$ cat src/rtl/slow_sample_window_detector_assert.svh
// Assertion helpers for the slow-sample window detector.
// Both expect clk and arst_n in scope.
`ifndef SLOW_SAMPLE_WINDOW_DETECTOR_ASSERT_SVH
`define SLOW_SAMPLE_WINDOW_DETECTOR_ASSERT_SVH

// Same-cycle implication.
`define SWD_ASSERT_NOW(lbl, ante, cons, msg) \
	lbl: assert property (@(posedge clk) disable iff (!arst_n) (ante) |-> (cons)) \
		else $error(msg);

// Next-cycle implication.
`define SWD_ASSERT_NEXT(lbl, ante, cons, msg) \
	lbl: assert property (@(posedge clk) disable iff (!arst_n) (ante) |=> (cons)) \
		else $error(msg);

`endif

$ cat src/rtl/swd_pkg.sv
`timescale 1ns / 1ps
package swd_pkg;

	localparam int SAMPLE_W = 32;
	localparam int RATIO_W  = 8;
	localparam int OUT_SUM_W = 38;
	localparam int CFG_IDX_W = 2;
	localparam int CFG_DATA_W = 32;
	localparam int OUT_DATA_W = 1 + OUT_SUM_W + 1;

	localparam logic [SAMPLE_W-1:0] MIN_SLOW_RST = 32'd500;
	localparam logic [RATIO_W-1:0]  RATIO_RST    = 8'd2;
	localparam logic [SAMPLE_W-1:0] AVG_CEIL_RST = 32'd1000;

	typedef enum logic [CFG_IDX_W-1:0] {
		REG_MIN_SLOW = 2'd0,
		REG_RATIO    = 2'd1,
		REG_AVG_CEIL = 2'd2
	} cfg_reg_t;

	// fill status of one word as it travels down the pipe
	typedef struct packed {
		logic full_prev;  // ring was full before this word
		logic full_now;   // ring is full after this word
	} fill_flags_t;

endpackage

$ cat src/rtl/slow_sample_window_detector.sv
// Path: an accepted word passes the stage 1 register, the swd_check product
//   stage and the output register. Throughput: one word per cycle unless m_axis
//   stalls; sum update and sample line shift both complete in the accept cycle.
// Reset (arst_n low, async): running sum, fill index and fill flag clear, the
//   three registers return to 500 / 2 / 1000; sample line contents stay undefined.
`timescale 1ns / 1ps
module slow_sample_window_detector #(
	parameter int WINDOW = 50
) (
	input  logic                              clk,
	input  logic                              arst_n,
	// input stream: sample_time[31:0]
	input  logic                              s_axis_tvalid,
	output logic                              s_axis_tready,
	input  logic [swd_pkg::SAMPLE_W-1:0]      s_axis_tdata,
	// result stream: slow_alarm[0], window_sum[38:1], window_full[39]
	output logic                              m_axis_tvalid,
	input  logic                              m_axis_tready,
	output logic [swd_pkg::OUT_DATA_W-1:0]    m_axis_tdata,
	// register writes
	input  logic                              cfg_valid,
	output logic                              cfg_ready,
	input  logic [swd_pkg::CFG_IDX_W-1:0]     cfg_index,
	input  logic [swd_pkg::CFG_DATA_W-1:0]    cfg_data
);
	import swd_pkg::*;

`include "slow_sample_window_detector_assert.svh"

	// Sum of up to WINDOW 32-bit samples never wraps at this width.
	localparam int IDX_W = $clog2(WINDOW);
	localparam int SUM_W = SAMPLE_W + IDX_W;
	localparam logic [IDX_W-1:0] IDX_LAST = IDX_W'(WINDOW - 1);

	// ---------------- configuration ----------------
	logic [SAMPLE_W-1:0] min_slow_q;
	logic [RATIO_W-1:0]  ratio_q;
	logic [SAMPLE_W-1:0] avg_ceil_q;

	assign cfg_ready = 1'b1;

	always_ff @(posedge clk or negedge arst_n) begin
		if (!arst_n) begin
			min_slow_q <= MIN_SLOW_RST;
			ratio_q    <= RATIO_RST;
			avg_ceil_q <= AVG_CEIL_RST;
		end else if (cfg_valid && cfg_ready) begin
			unique case (cfg_index)
				REG_MIN_SLOW: min_slow_q <= cfg_data[SAMPLE_W-1:0];
				REG_RATIO:    ratio_q    <= cfg_data[RATIO_W-1:0];
				REG_AVG_CEIL: avg_ceil_q <= cfg_data[SAMPLE_W-1:0];
				default: ; // unused index, write dropped
			endcase
		end
	end

	// ---------------- sample line ----------------
	// Cell 0 takes the new word; after WINDOW words the last cell holds the
	// oldest sample, which is the one leaving the window.
	logic s_acc;
	logic [SAMPLE_W-1:0] tap [WINDOW];

	assign s_acc = s_axis_tvalid && s_axis_tready;

	for (genvar i = 0; i < WINDOW; i++) begin : g_line
		if (i == 0) begin : g_head
			swd_cell u_cell (
				.clk   (clk),
				.shift (s_acc),
				.d     (s_axis_tdata),
				.q     (tap[i])
			);
		end else begin : g_body
			swd_cell u_cell (
				.clk   (clk),
				.shift (s_acc),
				.d     (tap[i-1]),
				.q     (tap[i])
			);
		end
	end

	// ---------------- running sum / fill tracking ----------------
	logic [SUM_W-1:0] sum_q;
	logic [IDX_W-1:0] idx_q;
	logic             filled_q;
	logic [SUM_W:0]   sum_add;
	logic [SUM_W:0]   sum_upd;
	logic [SUM_W-1:0] sum_next;
	logic             wrap;

	// one extra bit: sum plus incoming sample may briefly exceed SUM_W
	assign sum_add  = (SUM_W+1)'(sum_q) + (SUM_W+1)'(s_axis_tdata);
	assign sum_upd  = filled_q ? (sum_add - (SUM_W+1)'(tap[WINDOW-1])) : sum_add;
	assign sum_next = sum_upd[SUM_W-1:0];
	assign wrap     = (idx_q == IDX_LAST);

	always_ff @(posedge clk or negedge arst_n) begin
		if (!arst_n) begin
			sum_q    <= '0;
			idx_q    <= '0;
			filled_q <= 1'b0;
		end else if (s_acc) begin
			sum_q    <= sum_next;
			idx_q    <= wrap ? '0 : idx_q + 1'b1;
			filled_q <= filled_q || wrap;
		end
	end

	// ---------------- stage 1 ----------------
	logic                v_s1;
	logic [SAMPLE_W-1:0] sample_s1;
	logic [SUM_W-1:0]    sum_s1;
	fill_flags_t         flags_s1;
	logic                ready_s2;

	assign s_axis_tready = !v_s1 || ready_s2;

	always_ff @(posedge clk or negedge arst_n) begin
		if (!arst_n) begin
			v_s1 <= 1'b0;
		end else if (s_axis_tready) begin
			v_s1 <= s_axis_tvalid;
		end
	end

	always_ff @(posedge clk) begin
		if (s_acc) begin
			sample_s1          <= s_axis_tdata;
			sum_s1             <= sum_next;
			flags_s1.full_prev <= filled_q;
			flags_s1.full_now  <= filled_q || wrap;
		end
	end

	// ---------------- alarm test and result register ----------------
	swd_check #(
		.WINDOW (WINDOW),
		.SUM_W  (SUM_W)
	) u_check (
		.clk           (clk),
		.arst_n        (arst_n),
		.in_valid      (v_s1),
		.in_ready      (ready_s2),
		.in_flags      (flags_s1),
		.in_sample     (sample_s1),
		.in_sum        (sum_s1),
		.min_slow      (min_slow_q),
		.ratio         (ratio_q),
		.avg_ceil      (avg_ceil_q),
		.m_axis_tvalid (m_axis_tvalid),
		.m_axis_tready (m_axis_tready),
		.m_axis_tdata  (m_axis_tdata)
	);

	// ---------------- checks ----------------
	`SWD_ASSERT_NOW(a_alarm_needs_full, m_axis_tvalid && m_axis_tdata[0], m_axis_tdata[OUT_DATA_W-1], "alarm on a word before the window was full")
	`SWD_ASSERT_NEXT(a_fill_sticky, filled_q, filled_q, "fill flag dropped")
	`SWD_ASSERT_NEXT(a_fill_on_wrap, s_acc && wrap, filled_q && (idx_q == '0), "index wrap did not mark the window full")

endmodule

$ cat src/rtl/swd_cell.sv
`timescale 1ns / 1ps
// One slot of the sample line: takes the neighbor's sample on shift.
module swd_cell (
	input  logic                         clk,
	input  logic                         shift,
	input  logic [swd_pkg::SAMPLE_W-1:0] d,
	output logic [swd_pkg::SAMPLE_W-1:0] q
);
	import swd_pkg::*;

	logic [SAMPLE_W-1:0] sample_q;

	always_ff @(posedge clk) begin
		if (shift) begin
			sample_q <= d;
		end
	end

	assign q = sample_q;

endmodule

$ cat src/rtl/swd_check.sv
`timescale 1ns / 1ps
// Alarm test: products in the first stage, compare into the output register.
module swd_check #(
	parameter int WINDOW = 50,
	parameter int SUM_W  = 38
) (
	input  logic                               clk,
	input  logic                               arst_n,
	input  logic                               in_valid,
	output logic                               in_ready,
	input  swd_pkg::fill_flags_t               in_flags,
	input  logic [swd_pkg::SAMPLE_W-1:0]       in_sample,
	input  logic [SUM_W-1:0]                   in_sum,
	input  logic [swd_pkg::SAMPLE_W-1:0]       min_slow,
	input  logic [swd_pkg::RATIO_W-1:0]        ratio,
	input  logic [swd_pkg::SAMPLE_W-1:0]       avg_ceil,
	output logic                               m_axis_tvalid,
	input  logic                               m_axis_tready,
	// slow_alarm, window_sum[37:0], window_full from bit 0 up
	output logic [swd_pkg::OUT_DATA_W-1:0]     m_axis_tdata
);
	import swd_pkg::*;

	localparam int PROD_W = SUM_W + RATIO_W;

	logic                v_s2;
	logic [SUM_W-1:0]    scaled_s2;
	logic [PROD_W-1:0]   ratio_s2;
	logic [SUM_W-1:0]    ceil_s2;
	logic [SUM_W-1:0]    sum_s2;
	logic                gtmin_s2;
	fill_flags_t         flags_s2;

	logic                out_valid_q;
	logic                alarm_q;
	logic [OUT_SUM_W-1:0] out_sum_q;
	logic                out_full_q;

	logic                out_free;
	logic                take_s2;
	logic                alarm;
	logic [63:0]         sum_wide;

	assign out_free = !out_valid_q || m_axis_tready;
	assign in_ready = !v_s2 || out_free;
	assign take_s2  = v_s2 && out_free;

	always_ff @(posedge clk or negedge arst_n) begin
		if (!arst_n) begin
			v_s2 <= 1'b0;
		end else if (in_ready) begin
			v_s2 <= in_valid;
		end
	end

	always_ff @(posedge clk) begin
		if (in_ready && in_valid) begin
			scaled_s2 <= SUM_W'(in_sample) * SUM_W'(WINDOW);
			ratio_s2  <= PROD_W'(ratio) * PROD_W'(in_sum);
			ceil_s2   <= SUM_W'(avg_ceil) * SUM_W'(WINDOW);
			sum_s2    <= in_sum;
			gtmin_s2  <= in_sample > min_slow;
			flags_s2  <= in_flags;
		end
	end

	assign alarm = flags_s2.full_prev && gtmin_s2 &&
		((PROD_W'(scaled_s2) > ratio_s2) || (sum_s2 > ceil_s2));
	assign sum_wide = 64'(sum_s2);

	always_ff @(posedge clk or negedge arst_n) begin
		if (!arst_n) begin
			out_valid_q <= 1'b0;
		end else if (out_free) begin
			out_valid_q <= v_s2;
		end
	end

	always_ff @(posedge clk) begin
		if (take_s2) begin
			alarm_q    <= alarm;
			out_sum_q  <= sum_wide[OUT_SUM_W-1:0];
			out_full_q <= flags_s2.full_now;
		end
	end

	assign m_axis_tvalid = out_valid_q;
	assign m_axis_tdata  = {out_full_q, out_sum_q, alarm_q};

endmodule
$ cat config.mk
export PLATFORM = sky130hd
export DESIGN_NAME = slow_sample_window_detector
export DESIGN_NICKNAME = d
export VERILOG_FILES = /design/src/rtl/swd_pkg.sv /design/src/rtl/slow_sample_window_detector.sv /design/src/rtl/swd_cell.sv /design/src/rtl/swd_check.sv
export VERILOG_INCLUDE_DIRS = /design/src /design/src/rtl
export SDC_FILE = /design/constraint.sdc
export NUM_CORES = 2
export LEC_CHECK = 0
export BUFFER_PORTS_ARGS = -buffer_cell sky130_fd_sc_hd__buf_2
export CORE_MARGIN = 3
export CORE_UTILIZATION = 30
export DETAILED_ROUTE_END_ITERATION = 6
export GPL_TIMING_DRIVEN = 0
export PLACE_DENSITY = 0.48
export SLEW_MARGIN = 30
export SYNTH_ARGS = -nofsm -noshare
export SYNTH_HDL_FRONTEND = slang
export SYNTH_SLANG_ARGS = --single-unit
$ cat constraint.sdc
create_clock -name clk -period 123.8 [get_ports clk]
set_input_delay 18.57 -clock clk [delete_from_list [all_inputs] [get_ports clk]]
set_output_delay 18.57 -clock clk [all_outputs]
set_load 0.005 [all_outputs]
==> metrics <==
status=complete, no violations; share of layout cells above drive strength 1=11.0%; most frequent cells in the layout=1841 x edfxtp_1, 680 x inv_1, 438 x ha_1, 272 x fa_1, 256 x nand2_1; max-slew headroom at the worst pin=36.4%; Vias=40900; Max-Cap Viols=0; crit share post-route=30.5%; drt drc=0; Worst Tran Pin Value=0.954 ns; worst path arrival time=19.16 ns; Max clock buf depth=4; Clock Root Buffer=clkbuf_16; cts hold-fix bufs=0; H-tree depth=4; M3 GR Usage=2.17%; Syn-to-layout area delta=16.7%; Post-synth EDFFs=1841; Critical Path Start Type=input port; Synth area leaders=edfxtp_1 67%, ha_1 6.6%, fa_1 6.6%, dfrtp_1 3.2%, inv_1 3.1%; Distinct cells, synth=85; global route hottest layer=met2; Reg2Reg Depth=22; FP Rows=191; first-pass iteration count of the detailed router=5; crit-path max FO=3; Post-DP HPWL=126 mm; crit path from=m_axis_tready; worst-skew pair later-pin latency=0.88 ns; leading cell type in the layout, fill and taps excluded=edfxtp_1; post-route ant nets=0; gp weighted congestion=0.832; Synth Warn #=0; grt total ovfl=0; RSZ-0062 raised after global routing=false; drt initial violations=2993; vias in the first global route=42000; # IOs=114; ys flop type=edfxtp_1; core area=272000 um^2; Worst Setup EP=s_axis_tready; flop2flop setup slack=116.05 ns; final hold viol count=0; clock-pin slew on the worst setup and hold paths=0.06 ns; post-synthesis async set-or-reset flop share=6.12%; port bufs=112; Worst R2R Start=ratio_q[2]; skew final=0.110 ns; post-synth top area share=67.0%; met2 usage=19.5%; Vias/cell=4.42; Synth Register Bits=1961; area leader, netlist=edfxtp_1; CP Class=in -> out; initial core utilization=30.3%; pre-CTS WS=86.08 ns; pin count of the biggest net entering global routing=72; Required @ worst endpoint=105.23 ns; TritonCTS clock tree=yes; Max Clk Rate=26.5 MHz; register area share after synthesis=70.6%; Worst Hold Class=reg -> reg; DIE WIDTH=531 um; Nets=6282; Total Die Area=281000 um^2; final setup margin=86.07 ns; Synth Cell Area=82500 um^2; Final Setup Violations=0; fillers=25800; Synthesized Nets=5880; initial antenna violation count=41; clock buffer count from CTS=215; Final TNS setup=0 ns; Post-CTS Resized=0; Total Wirelength=175 mm; met1 usage=17.9%; Post-Syn Instances=5099; Routed wire per std cell=19.0 um; synthesized area per cell=16.2 um^2; clock sink count=1961; postcts setup bufs=0; GRT Util Overall=12.5%; Setup crit end kind=output pin; Die Ht=531 um; max-slew violations=0; first-pass GRT wire length=267 mm; minimum clock period=37.73 ns; Reg2Reg Capture Point=u_check.ratio_s2[44]
per-stage QoR:
stage | util (%) | hold WS, ns | instances | cell area [um^2]
after floorplan | - | 0.400 | 5099 | 82500
after global placement | 32.2 | 0.400 | 8781 | 87600
after detailed placement | 32.8 | 0.405 | 8854 | 89300
after CTS | 35.4 | 0.330 | 9244 | 96300
after global routing | 35.4 | 0.337 | 9245 | 96300
final | 35.4 | 0.337 | 9254 | 96300
state kept, by name, summed over array words and instances, names as in the netlist, 37 cells and up:
name / flops
g_line.g_body.u_cell.q: 1568
u_check.sum_s2: 38
sum_q: 38
u_check.ceil_s2: 37
u_check.ratio_s2: 46
sum_s1: 38
u_check.scaled_s2: 37
u_check.out_sum_q: 38
how the worst min path moves through the flow:
| stage | to | start | slack, ns | depth (start not counted) |
|---|---|---|---|---|
| floorplan | g_line[10].g_body.u_cell.q[0] | g_line[9].g_body.u_cell.q[0] | 0.40 | 0 |
| global placement | g_line[35].g_body.u_cell.q[19] | g_line[34].g_body.u_cell.q[19] | 0.40 | 0 |
| detailed placement | g_line[10].g_body.u_cell.q[13] | g_line[9].g_body.u_cell.q[13] | 0.40 | 0 |
| CTS | g_line[2].g_body.u_cell.q[1] | g_line[1].g_body.u_cell.q[1] | 0.33 | 0 |
| global route | g_line[2].g_body.u_cell.q[1] | g_line[1].g_body.u_cell.q[1] | 0.34 | 0 |
| finish | g_line[2].g_body.u_cell.q[1] | g_line[1].g_body.u_cell.q[1] | 0.34 | 0 |
area by class of cell:
| cell class | instances | area [um^2] | share of cell area, % |
|---|---|---|---|
| Sequential cell | 1961 | 58300 | 60.5 |
| Multi-Input combinational cell | 2380 | 21400 | 22.2 |
| Clock buffer | 266 | 5650 | 5.87 |
| Tap cell | 3570 | 4470 | 4.64 |
| Inverter | 680 | 2550 | 2.65 |
| Timing Repair Buffer | 185 | 2230 | 2.32 |
| Clock inverter | 124 | 1360 | 1.41 |
| Buffer | 78 | 313 | 0.325 |
| Antenna cell | 10 | 25.0 | 0.0260 |
per-layer routing:
metal / routed length, um / part of all wire, %
met5: 48 / 0.027
met2: 79200 / 45
met3: 7740 / 4.4
met4: 5220 / 3.0
met1: 83200 / 47
cell families after synthesis:
kind of cell / share of synthesized area [%]
compound gates: 4.83
simple gates: 5.05
xor+xnor: 1.74
other cells: 0.00454
mux: 1.03
flops: 70.6
fa+ha+maj: 13.2
buf+inv: 3.47
synth_stat cells, drive strengths merged (20+ instances only):
cell type,n
a211oi,21
a21o,113
a21oi,174
a31oi,26
and2,234
clkbuf,66
dfrtp,107
edfxtp,1841
fa,272
ha,438
inv,680
mux2,73
nand2,256
nand2b,35
nand3,27
nand4,44
nor2,104
nor2b,32
nor3,23
o211ai,20
o21a,26
o21ai,143
xnor2,113
xor2,51
worst max-delay path: stages:
cell and delay (ns):
buf_2 0.11, nor2b_1 0.16, nand3_1 0.15, buf_2 0.16
Power is not shown: default switching activity piles up to over one toggle a cycle in this logic, so the estimate is an artifact.
